**src/rtl/ptc_pkg.sv**
```systemverilog
`timescale 1ns / 1ps
`default_nettype none

package ptc_pkg;

    // register indexes of the configuration port
    typedef enum logic [2:0] {
        CFG_PROP_GAIN   = 3'd0,
        CFG_DERIV_GAIN  = 3'd1,
        CFG_INTEG_GAIN  = 3'd2,
        CFG_TICK_RATE   = 3'd3,
        CFG_SETTLE_THR  = 3'd4,
        CFG_TICK_LIMIT  = 3'd5
    } t_cfg_idx;

    // request kinds carried in tuser
    localparam logic FUNC_START  = 1'b0;
    localparam logic FUNC_SAMPLE = 1'b1;

    localparam int SPEED_MAX = 6400;
    localparam int SPD_W     = 14;
    localparam int GAIN_W    = 24;

    // saturation bound of one gain product
    localparam logic [47:0] TERM_LIMIT = 48'h0100_0000_0000;

    localparam logic [23:0] PROP_GAIN_RST  = 24'd45875;
    localparam logic [23:0] DERIV_GAIN_RST = 24'd655;
    localparam logic [23:0] INTEG_GAIN_RST = 24'd0;
    localparam logic [9:0]  TICK_RATE_RST  = 10'd20;
    localparam logic [15:0] SETTLE_THR_RST = 16'd128;
    localparam logic [9:0]  TICK_LIMIT_RST = 10'd80;

endpackage

`default_nettype wire

```
**src/rtl/pid_turn_controller.sv**
```systemverilog
`timescale 1ns / 1ps
`default_nettype none
// start requests and samples while idle: result registered directly on accept
// running sample that stops the turn: S_CHK, then S_OUT until the output is free
// running sample that drives the motors: the one 24x24 multiplier does
//   two partial products for each of four products in turn
// one request in flight at a time; s_tready is low while a sample is worked on
// i_rst_n is synchronous active low: gains back to defaults, turn idle, no result

module pid_turn_controller #(
    parameter int GAIN_FRAC_BITS = 16
) (
    input  wire logic        i_clk,
    input  wire logic        i_rst_n,
    input  wire logic        s_tvalid,
    output logic             s_tready,
    input  wire logic [55:0] s_tdata,   // angle[31:0], turn_amount[55:32]
    input  wire logic [0:0]  s_tuser,   // func[0]
    output logic             m_tvalid,
    input  wire logic        m_tready,
    output logic [31:0]      m_tdata,   // left_vel[13:0], right_vel[27:14], zero pad
    output logic [0:0]       m_tuser,   // done_res[0]
    input  wire logic        i_cfg_valid,
    output logic             o_cfg_ready,
    input  wire logic [2:0]  i_cfg_index,
    input  wire logic [23:0] i_cfg_data
);

    localparam int SUM_W = 43;
    localparam int SPD_W = ptc_pkg::SPD_W;
    localparam logic signed [SUM_W-1:0] L_SPD_MAX = SUM_W'(ptc_pkg::SPEED_MAX);
    localparam logic signed [SUM_W-1:0] L_SPD_MIN = -L_SPD_MAX;

    typedef enum logic [3:0] {
        S_IDLE, S_CHK, S_DIFF, S_MHI, S_MLO, S_ACC, S_SUM, S_FIN, S_OUT
    } t_state;

    typedef enum logic [1:0] {
        T_DER, T_PROP, T_DERIV, T_INTEG
    } t_term;

    // configuration
    logic [23:0] r_prop_gain, r_deriv_gain, r_integ_gain;
    logic [9:0]  r_tick_rate, r_tick_limit;
    logic [15:0] r_settle_thr;

    // control state
    t_state r_state;
    t_term  r_term;
    logic   r_running;
    logic   r_out_valid;
    logic   r_sat_en;
    logic   r_neg;
    logic   r_res_done;

    // turn state and datapath
    logic signed [32:0]      r_target;
    logic signed [33:0]      r_last_err;
    logic signed [46:0]      r_derivative;
    logic signed [47:0]      r_integral;
    logic [9:0]              r_tick;
    logic [33:0]             r_mag_le;
    logic [46:0]             r_mag_d;
    logic signed [31:0]      r_ang;
    logic signed [33:0]      r_err;
    logic [47:0]             r_mag;
    logic [23:0]             r_gain;
    logic [47:0]             r_prod;
    logic [47:0]             r_hi;
    logic [47:0]             r_p;
    logic signed [SUM_W-1:0] r_sum;
    logic [SPD_W-1:0]        r_speed;
    logic [SPD_W-1:0]        r_out_left, r_out_right;
    logic                    r_out_done;

    logic                    w_accept;
    logic signed [31:0]      w_ang;
    logic signed [23:0]      w_rot;
    logic [23:0]             w_rot_mag;
    logic                    w_start_stop;
    logic signed [32:0]      w_target;
    logic signed [33:0]      w_err;
    logic [47:0]             w_settle_sum;
    logic                    w_stop;
    logic signed [34:0]      w_diff;
    logic [34:0]             w_diff_mag;
    logic [33:0]             w_err_mag;
    logic [47:0]             w_int_mag;
    logic [23:0]             w_mul_a;
    logic [47:0]             w_prod;
    logic [48:0]             w_acc;
    logic                    w_sat;
    logic signed [SUM_W-1:0] w_tmag, w_term;
    logic [46:0]             w_der_mag;
    logic signed [SUM_W-1:0] w_shift;
    logic                    w_out_free;
    logic                    w_out_load;

    assign o_cfg_ready = 1'b1;

    always_ff @(posedge i_clk) begin
        if (!i_rst_n) begin
            r_prop_gain  <= ptc_pkg::PROP_GAIN_RST;
            r_deriv_gain <= ptc_pkg::DERIV_GAIN_RST;
            r_integ_gain <= ptc_pkg::INTEG_GAIN_RST;
            r_tick_rate  <= ptc_pkg::TICK_RATE_RST;
            r_settle_thr <= ptc_pkg::SETTLE_THR_RST;
            r_tick_limit <= ptc_pkg::TICK_LIMIT_RST;
        end else if (i_cfg_valid) begin
            unique case (ptc_pkg::t_cfg_idx'(i_cfg_index))
                ptc_pkg::CFG_PROP_GAIN:  r_prop_gain  <= i_cfg_data;
                ptc_pkg::CFG_DERIV_GAIN: r_deriv_gain <= i_cfg_data;
                ptc_pkg::CFG_INTEG_GAIN: r_integ_gain <= i_cfg_data;
                ptc_pkg::CFG_TICK_RATE:  r_tick_rate  <= i_cfg_data[9:0];
                ptc_pkg::CFG_SETTLE_THR: r_settle_thr <= i_cfg_data[15:0];
                ptc_pkg::CFG_TICK_LIMIT: r_tick_limit <= i_cfg_data[9:0];
                default: ;
            endcase
        end
    end

    assign w_out_free = !r_out_valid || m_tready;
    assign s_tready   = (r_state == S_IDLE) && w_out_free;
    assign w_accept   = s_tvalid && s_tready;

    // result register loads on a start, an idle sample or a finished sample
    assign w_out_load = ((r_state == S_IDLE) && w_accept
                         && ((s_tuser[0] == ptc_pkg::FUNC_START) || !r_running))
                     || ((r_state == S_OUT) && w_out_free);

    assign w_ang        = $signed(s_tdata[31:0]);
    assign w_rot        = $signed(s_tdata[55:32]);
    assign w_rot_mag    = w_rot[23] ? 24'(-w_rot) : 24'(w_rot);
    assign w_start_stop = ({8'd0, r_settle_thr} >= w_rot_mag) || (r_tick_limit == 10'd0);
    assign w_target     = {w_ang[31], w_ang} + {{9{w_rot[23]}}, w_rot};

    assign w_err        = {r_target[32], r_target} - {{2{r_ang[31]}}, r_ang};
    assign w_settle_sum = {14'd0, r_mag_le} + {1'b0, r_mag_d};
    assign w_stop       = (r_tick >= r_tick_limit)
                       || ((r_tick != 10'd0) && (w_settle_sum <= {32'd0, r_settle_thr}));

    assign w_diff     = {r_err[33], r_err} - {r_last_err[33], r_last_err};
    assign w_diff_mag = w_diff[34] ? 35'(-w_diff) : 35'(w_diff);
    assign w_err_mag  = r_err[33] ? 34'(-r_err) : 34'(r_err);
    assign w_int_mag  = r_integral[47] ? 48'(-r_integral) : 48'(r_integral);

    // shared multiplier: high partial product first, then low
    assign w_mul_a = (r_state == S_MHI) ? r_mag[47:24] : r_mag[23:0];
    assign w_prod  = 48'(w_mul_a) * 48'(r_gain);

    assign w_acc = {1'b0, r_hi[23:0], 24'd0} + {1'b0, r_prod};
    assign w_sat = r_sat_en && ((r_hi[47:16] != 32'd0) || (w_acc > {1'b0, ptc_pkg::TERM_LIMIT}));

    assign w_tmag    = {2'b00, r_p[40:0]};
    assign w_term    = r_neg ? -w_tmag : w_tmag;
    assign w_der_mag = r_p[46:0];

    // floor division by the gain scale
    assign w_shift = r_sum >>> GAIN_FRAC_BITS;

    always_ff @(posedge i_clk) begin
        if (!i_rst_n) begin
            r_state      <= S_IDLE;
            r_term       <= T_DER;
            r_running    <= 1'b0;
            r_out_valid  <= 1'b0;
            r_sat_en     <= 1'b0;
            r_neg        <= 1'b0;
            r_res_done   <= 1'b0;
            r_target     <= '0;
            r_last_err   <= '0;
            r_derivative <= '0;
            r_integral   <= '0;
            r_tick       <= '0;
            r_mag_le     <= '0;
            r_mag_d      <= '0;
        end else begin
            if (w_out_load) begin
                r_out_valid <= 1'b1;
            end else if (m_tvalid && m_tready) begin
                r_out_valid <= 1'b0;
            end
            unique case (r_state)
                S_IDLE: begin
                    if (w_accept) begin
                        r_ang <= w_ang;
                        if (s_tuser[0] == ptc_pkg::FUNC_START) begin
                            r_target     <= w_target;
                            r_last_err   <= '0;
                            r_derivative <= '0;
                            r_integral   <= '0;
                            r_tick       <= '0;
                            r_mag_le     <= '0;
                            r_mag_d      <= '0;
                            r_running    <= !w_start_stop;
                            r_out_left   <= '0;
                            r_out_right  <= '0;
                            r_out_done   <= w_start_stop;
                        end else if (!r_running) begin
                            r_out_left  <= '0;
                            r_out_right <= '0;
                            r_out_done  <= 1'b1;
                        end else begin
                            r_state <= S_CHK;
                        end
                    end
                end
                S_CHK: begin
                    r_err <= w_err;
                    if (w_stop) begin
                        r_running  <= 1'b0;
                        r_speed    <= '0;
                        r_res_done <= 1'b1;
                        r_state    <= S_OUT;
                    end else begin
                        r_state <= S_DIFF;
                    end
                end
                S_DIFF: begin
                    r_integral <= r_integral + {{14{r_err[33]}}, r_err};
                    r_last_err <= r_err;
                    r_mag_le   <= w_err_mag;
                    r_tick     <= r_tick + 10'd1;
                    r_mag      <= {13'd0, w_diff_mag};
                    r_neg      <= w_diff[34];
                    r_gain     <= {14'd0, r_tick_rate};
                    r_sat_en   <= 1'b0;
                    r_term     <= T_DER;
                    r_state    <= S_MHI;
                end
                S_MHI: begin
                    r_prod  <= w_prod;
                    r_state <= S_MLO;
                end
                S_MLO: begin
                    r_hi    <= r_prod;
                    r_prod  <= w_prod;
                    r_state <= S_ACC;
                end
                S_ACC: begin
                    r_p     <= w_sat ? ptc_pkg::TERM_LIMIT : w_acc[47:0];
                    r_state <= S_SUM;
                end
                S_SUM: begin
                    r_sat_en <= 1'b1;
                    case (r_term)
                        T_DER: begin
                            r_derivative <= r_neg ? -$signed(w_der_mag) : $signed(w_der_mag);
                            r_mag_d      <= w_der_mag;
                            r_sum        <= '0;
                            r_mag        <= {14'd0, w_err_mag};
                            r_neg        <= r_err[33];
                            r_gain       <= r_prop_gain;
                            r_term       <= T_PROP;
                            r_state      <= S_MHI;
                        end
                        T_PROP: begin
                            r_sum   <= r_sum + w_term;
                            r_mag   <= {1'b0, r_mag_d};
                            r_neg   <= r_derivative[46];
                            r_gain  <= r_deriv_gain;
                            r_term  <= T_DERIV;
                            r_state <= S_MHI;
                        end
                        T_DERIV: begin
                            r_sum   <= r_sum + w_term;
                            r_mag   <= w_int_mag;
                            r_neg   <= r_integral[47];
                            r_gain  <= r_integ_gain;
                            r_term  <= T_INTEG;
                            r_state <= S_MHI;
                        end
                        default: begin
                            r_sum   <= r_sum + w_term;
                            r_state <= S_FIN;
                        end
                    endcase
                end
                S_FIN: begin
                    if (w_shift > L_SPD_MAX) begin
                        r_speed <= L_SPD_MAX[SPD_W-1:0];
                    end else if (w_shift < L_SPD_MIN) begin
                        r_speed <= L_SPD_MIN[SPD_W-1:0];
                    end else begin
                        r_speed <= w_shift[SPD_W-1:0];
                    end
                    r_res_done <= 1'b0;
                    r_state    <= S_OUT;
                end
                S_OUT: begin
                    if (w_out_free) begin
                        r_out_left  <= r_speed;
                        r_out_right <= -r_speed;
                        r_out_done  <= r_res_done;
                        r_state     <= S_IDLE;
                    end
                end
                default: r_state <= S_IDLE;
            endcase
        end
    end

    assign m_tvalid = r_out_valid;
    assign m_tdata  = {4'd0, r_out_right, r_out_left};
    assign m_tuser  = r_out_done;

endmodule

`default_nettype wire

```
**config.mk**
```make
export PLATFORM = sky130hd
export DESIGN_NAME = pid_turn_controller
export DESIGN_NICKNAME = d
export VERILOG_FILES = /design/src/rtl/ptc_pkg.sv /design/src/rtl/pid_turn_controller.sv
export SDC_FILE = /design/constraint.sdc
export NUM_CORES = 2
export LEC_CHECK = 0
export BUFFER_PORTS_ARGS = -buffer_cell sky130_fd_sc_hd__buf_2
export CAP_MARGIN = 20
export CELL_PAD_IN_SITES_DETAIL_PLACEMENT = 1
export CELL_PAD_IN_SITES_GLOBAL_PLACEMENT = 1
export CORE_MARGIN = 2
export CORE_UTILIZATION = 46
export DETAILED_ROUTE_END_ITERATION = 8
export PLACE_DENSITY = 0.8
export SYNTH_ARGS = -nofsm -noshare
export SYNTH_HDL_FRONTEND = slang
export SYNTH_SLANG_ARGS = --single-unit
```
**constraint.sdc**
```tcl
create_clock -name i_clk -period 8.3 [get_ports i_clk]
set_input_delay 0.83 -clock i_clk [delete_from_list [all_inputs] [get_ports i_clk]]
set_output_delay 0.83 -clock i_clk [all_outputs]
set_load 0.05 [all_outputs]
```
==> results.txt <==
Max VDD drop -> 0.157 mV
core area -> 137000 sq um
average wire per standard cell -> 24.0 um
pwr/cell area -> 120 nW/um^2
Critical Path RT -> 8.72 ns
Crit. Startpoint -> r_state[3]$_SDFFE_PN0P_
Hold WC Path Type -> primary input to flip-flop
ys async rst share -> 0%
number of diodes -> 0
Layout Skew -> 0.0848 ns
crit path kind -> flip-flop to flip-flop
initial antenna violation count -> 9
initial core utilization -> 46.4%
Skew-Pair Late Insertion Delay -> 0.74 ns
Critical R2R Capture -> r_prod[45]$_DFFE_PP_
Clock Pin Slew Worst Setup and Hold Paths -> 0.06 ns
layout net count -> 8462
critical path launch point type -> flip-flop
Synth top area share -> 17.2%
# placed instances -> 9079
CP max-delay cell -> fa_1
I/O pin count -> 125
crit path max fanout -> 8
Die Width -> 376 um
Distinct cells, synth -> 107
Power Total -> 8.48 mW
total CTS buffers -> 83
final worst slack -> -0.0529 ns
Worst Tran Pin Value -> 1.10 ns
period utilization -> 101%
Non-Filler Instances -> 9274
Final Hold Violating Endpoints -> 0
Reg-to-Reg Start -> r_state[3]$_SDFFE_PN0P_
Lkg Pwr -> 29.8 nW
failing checks -> negative setup slack
WP data arrival -> 8.77 ns
min Tclk post-route -> 8.35 ns
Setup crit end kind -> flip-flop
register bit total from synthesis -> 691
Critical Path Max Stage Delay -> 0.57 ns
full die area -> 142000 sq um
status -> finished with violations
yosys synthesis warning count -> 0
share of cells above drive strength 1 -> 9.14%
Syn-to-layout area delta -> 11.0%
final setup vio count -> 3
# DRC -> 0
Fillers -> 16000
CTS tree -> done
gr usage total -> 30.8%
number of I/O port buffers -> 119
Setup crit end -> r_prod[45]$_DFFE_PP_
DRT iter0 DRCs -> 3972
Die Height -> 376 um
global-route wire length before repair -> 342 mm
Clk Tree Root Cell -> clkbuf_16
vias in the first global route -> 59000
unrepaired setup endpoints after global routing -> true
hold slack final -> 0.294 ns
Routability Congestion -> 0.977
Area contributors post-synth -> edfxtp_1 17%, fa_1 15%, dfxtp_1 10%
TNS Setup -> -0.111 ns
fin. max-slew vios -> 0
FP Rows -> 136
Vias/cell -> 6.03
Post-synth top flop -> edfxtp_1
DP Worst Slack -> -0.249 ns
number of flops mapped to enable cells by yosys -> 366
largest net degree at the start of global routing -> 113
relative slew slack -> 26.4%
Num Clock Sinks -> 691
Synth area leader -> edfxtp_1
Max-Cap Viols -> 0
Antenna Nets Post-Route -> 0
CP dominant cell by count -> fa_1
Post-Syn Area -> 63800 sq um
maximum root-to-sink buffer count -> 3
R2R depth -> 33
Syn Inst Count -> 7303
Achievable Freq -> 120 MHz
HPWL after DPL -> 171 mm
Pre-antenna DRT Iters -> 8
R2R Setup Slk -> -0.05 ns
syn_area_per_cell -> 8.73 sq um
register area share after synthesis -> 27.4%
total grt overflow -> 0
via count -> 55900
WL final -> 222 mm
cts-stage hold buffer count -> 0
CTS H-tree depth -> 3
[report_power, final]
group	total [mW]	internal, mW	switching, mW
logic	0.931	0.341	0.590
clock network	3.89	2.23	1.66
registers	3.67	3.64	0.0292
total	8.48	6.21	2.28
[metrics by stage]
stage	cell area, sq um	util [%]
2_1_floorplan	63800	-
3_3_place_gp	67000	48.7
3_5_place_dp	67000	48.7
4_1_cts	70200	51.1
5_1_grt	70800	51.5
6_report	70800	51.5
[layout by cell type (no fill, tap or decap), drive strengths merged, types with 33 or more instances in the layout]
master	synthesis	routed
and2	361	361
o21ai	275	275
a22oi	54	54
a211oi	60	60
o21bai	33	33
nand3	237	237
a21oi	532	532
nand2	958	958
a221oi	35	35
nor2	384	384
ha	475	475
a31oi	68	68
inv	763	769
and3	54	54
or3	49	49
a21o	145	145
o211ai	65	65
fa	489	489
dfxtp	325	325
xnor2	224	224
nor3	114	114
xor2	151	151
buf	36	362
nand4	55	55
nor4	49	49
or4	34	34
o31ai	55	55
nor2b	54	54
clkbuf	309	107
edfxtp	366	366
nand2b	58	58
o21a	54	54
[area by class of cell]
class	count	area, sq um	share of cell area, %
Sequential cell	691	17500	24.7
Timing Repair Buffer	363	2620	3.69
Inverter	764	2880	4.06
Tap cell	1794	2240	3.17
Clock inverter	50	637	0.899
Clock buffer	106	2240	3.17
Multi-Input combinational cell	5506	42700	60.3
[worst max-delay path, delay by kind of cell, from the launching register on]
kind,cells,cell delay [ns]
adder cells (fa/ha/maj),8,4.06
AO/OA/AOI/OAI,6,1.35
buffers and inverters,11,1.17
AND/OR/NAND/NOR,6,0.74
flip-flops,1,0.32
multiplexers,1,0.21
XOR/XNOR,1,0.16
[how the worst min path moves through the flow]
stage                                      from                           to  slack, ns  cells past startpoint
floorplan                r_running$_SDFFE_PN0P_       r_running$_SDFFE_PN0P_       0.43                      2
global placement    r_prop_gain[6]$_SDFFE_PN0P_  r_prop_gain[6]$_SDFFE_PN0P_       0.44                      2
detailed placement  r_prop_gain[3]$_SDFFE_PN0P_  r_prop_gain[3]$_SDFFE_PN0P_       0.45                      2
CTS                                 s_tdata[31]          r_ang[31]$_DFFE_PP_       0.26                      1
global route                        s_tdata[31]          r_ang[31]$_DFFE_PP_       0.28                      1
finish                              s_tdata[31]          r_ang[31]$_DFFE_PP_       0.29                      1
[per-layer routing]
metal	part of all wire [%]	GRT usage [%]
met5	0.020	0
met3	5.6	4.19
met2	48	52.3
met4	4.8	13.7
met1	41	39.0
[flip-flops by register name, summed over array words and instances (netlist names), 33 cells and up]
signal and cells:
r_err 34, r_hi 48, r_integral 48, r_last_err 34, r_mag 48, r_mag_d 46, r_mag_le 33, r_p 47
r_prod 48, r_sum 43, r_target 33
[cell families after synthesis]
group / Yosys count / share of synthesized area [%]
other: 2 / 0.0118
adder cells (fa/ha/maj): 964 / 24.7
XOR/XNOR: 375 / 5.15
AND/OR/NAND/NOR: 2511 / 19.1
multiplexers: 45 / 0.763
AO/OA/AOI/OAI: 1606 / 16.2
buffers and inverters: 1109 / 6.63
flip-flops: 691 / 27.4
[synthesized netlist by cell type, types with 224 or more instances]
library cell / count
nand2_1: 958
inv_1: 763
a21oi_1: 532
fa_1: 489
ha_1: 475
nor2_1: 384
edfxtp_1: 366
and2_1: 360
dfxtp_1: 325
clkbuf_1: 308
o21ai_0: 266
nand3_1: 236
xnor2_1: 224
[what timing repair did]
item / 4_1_cts / 5_1_grt
cloned: 0 / 1
setup endpoints to repair: 12 / 19
resized for setup: 36 / 91
pin swaps: 15 / 85
buffers inserted: 17 / 18
Note: power is estimated with default switching activity, not from simulation.
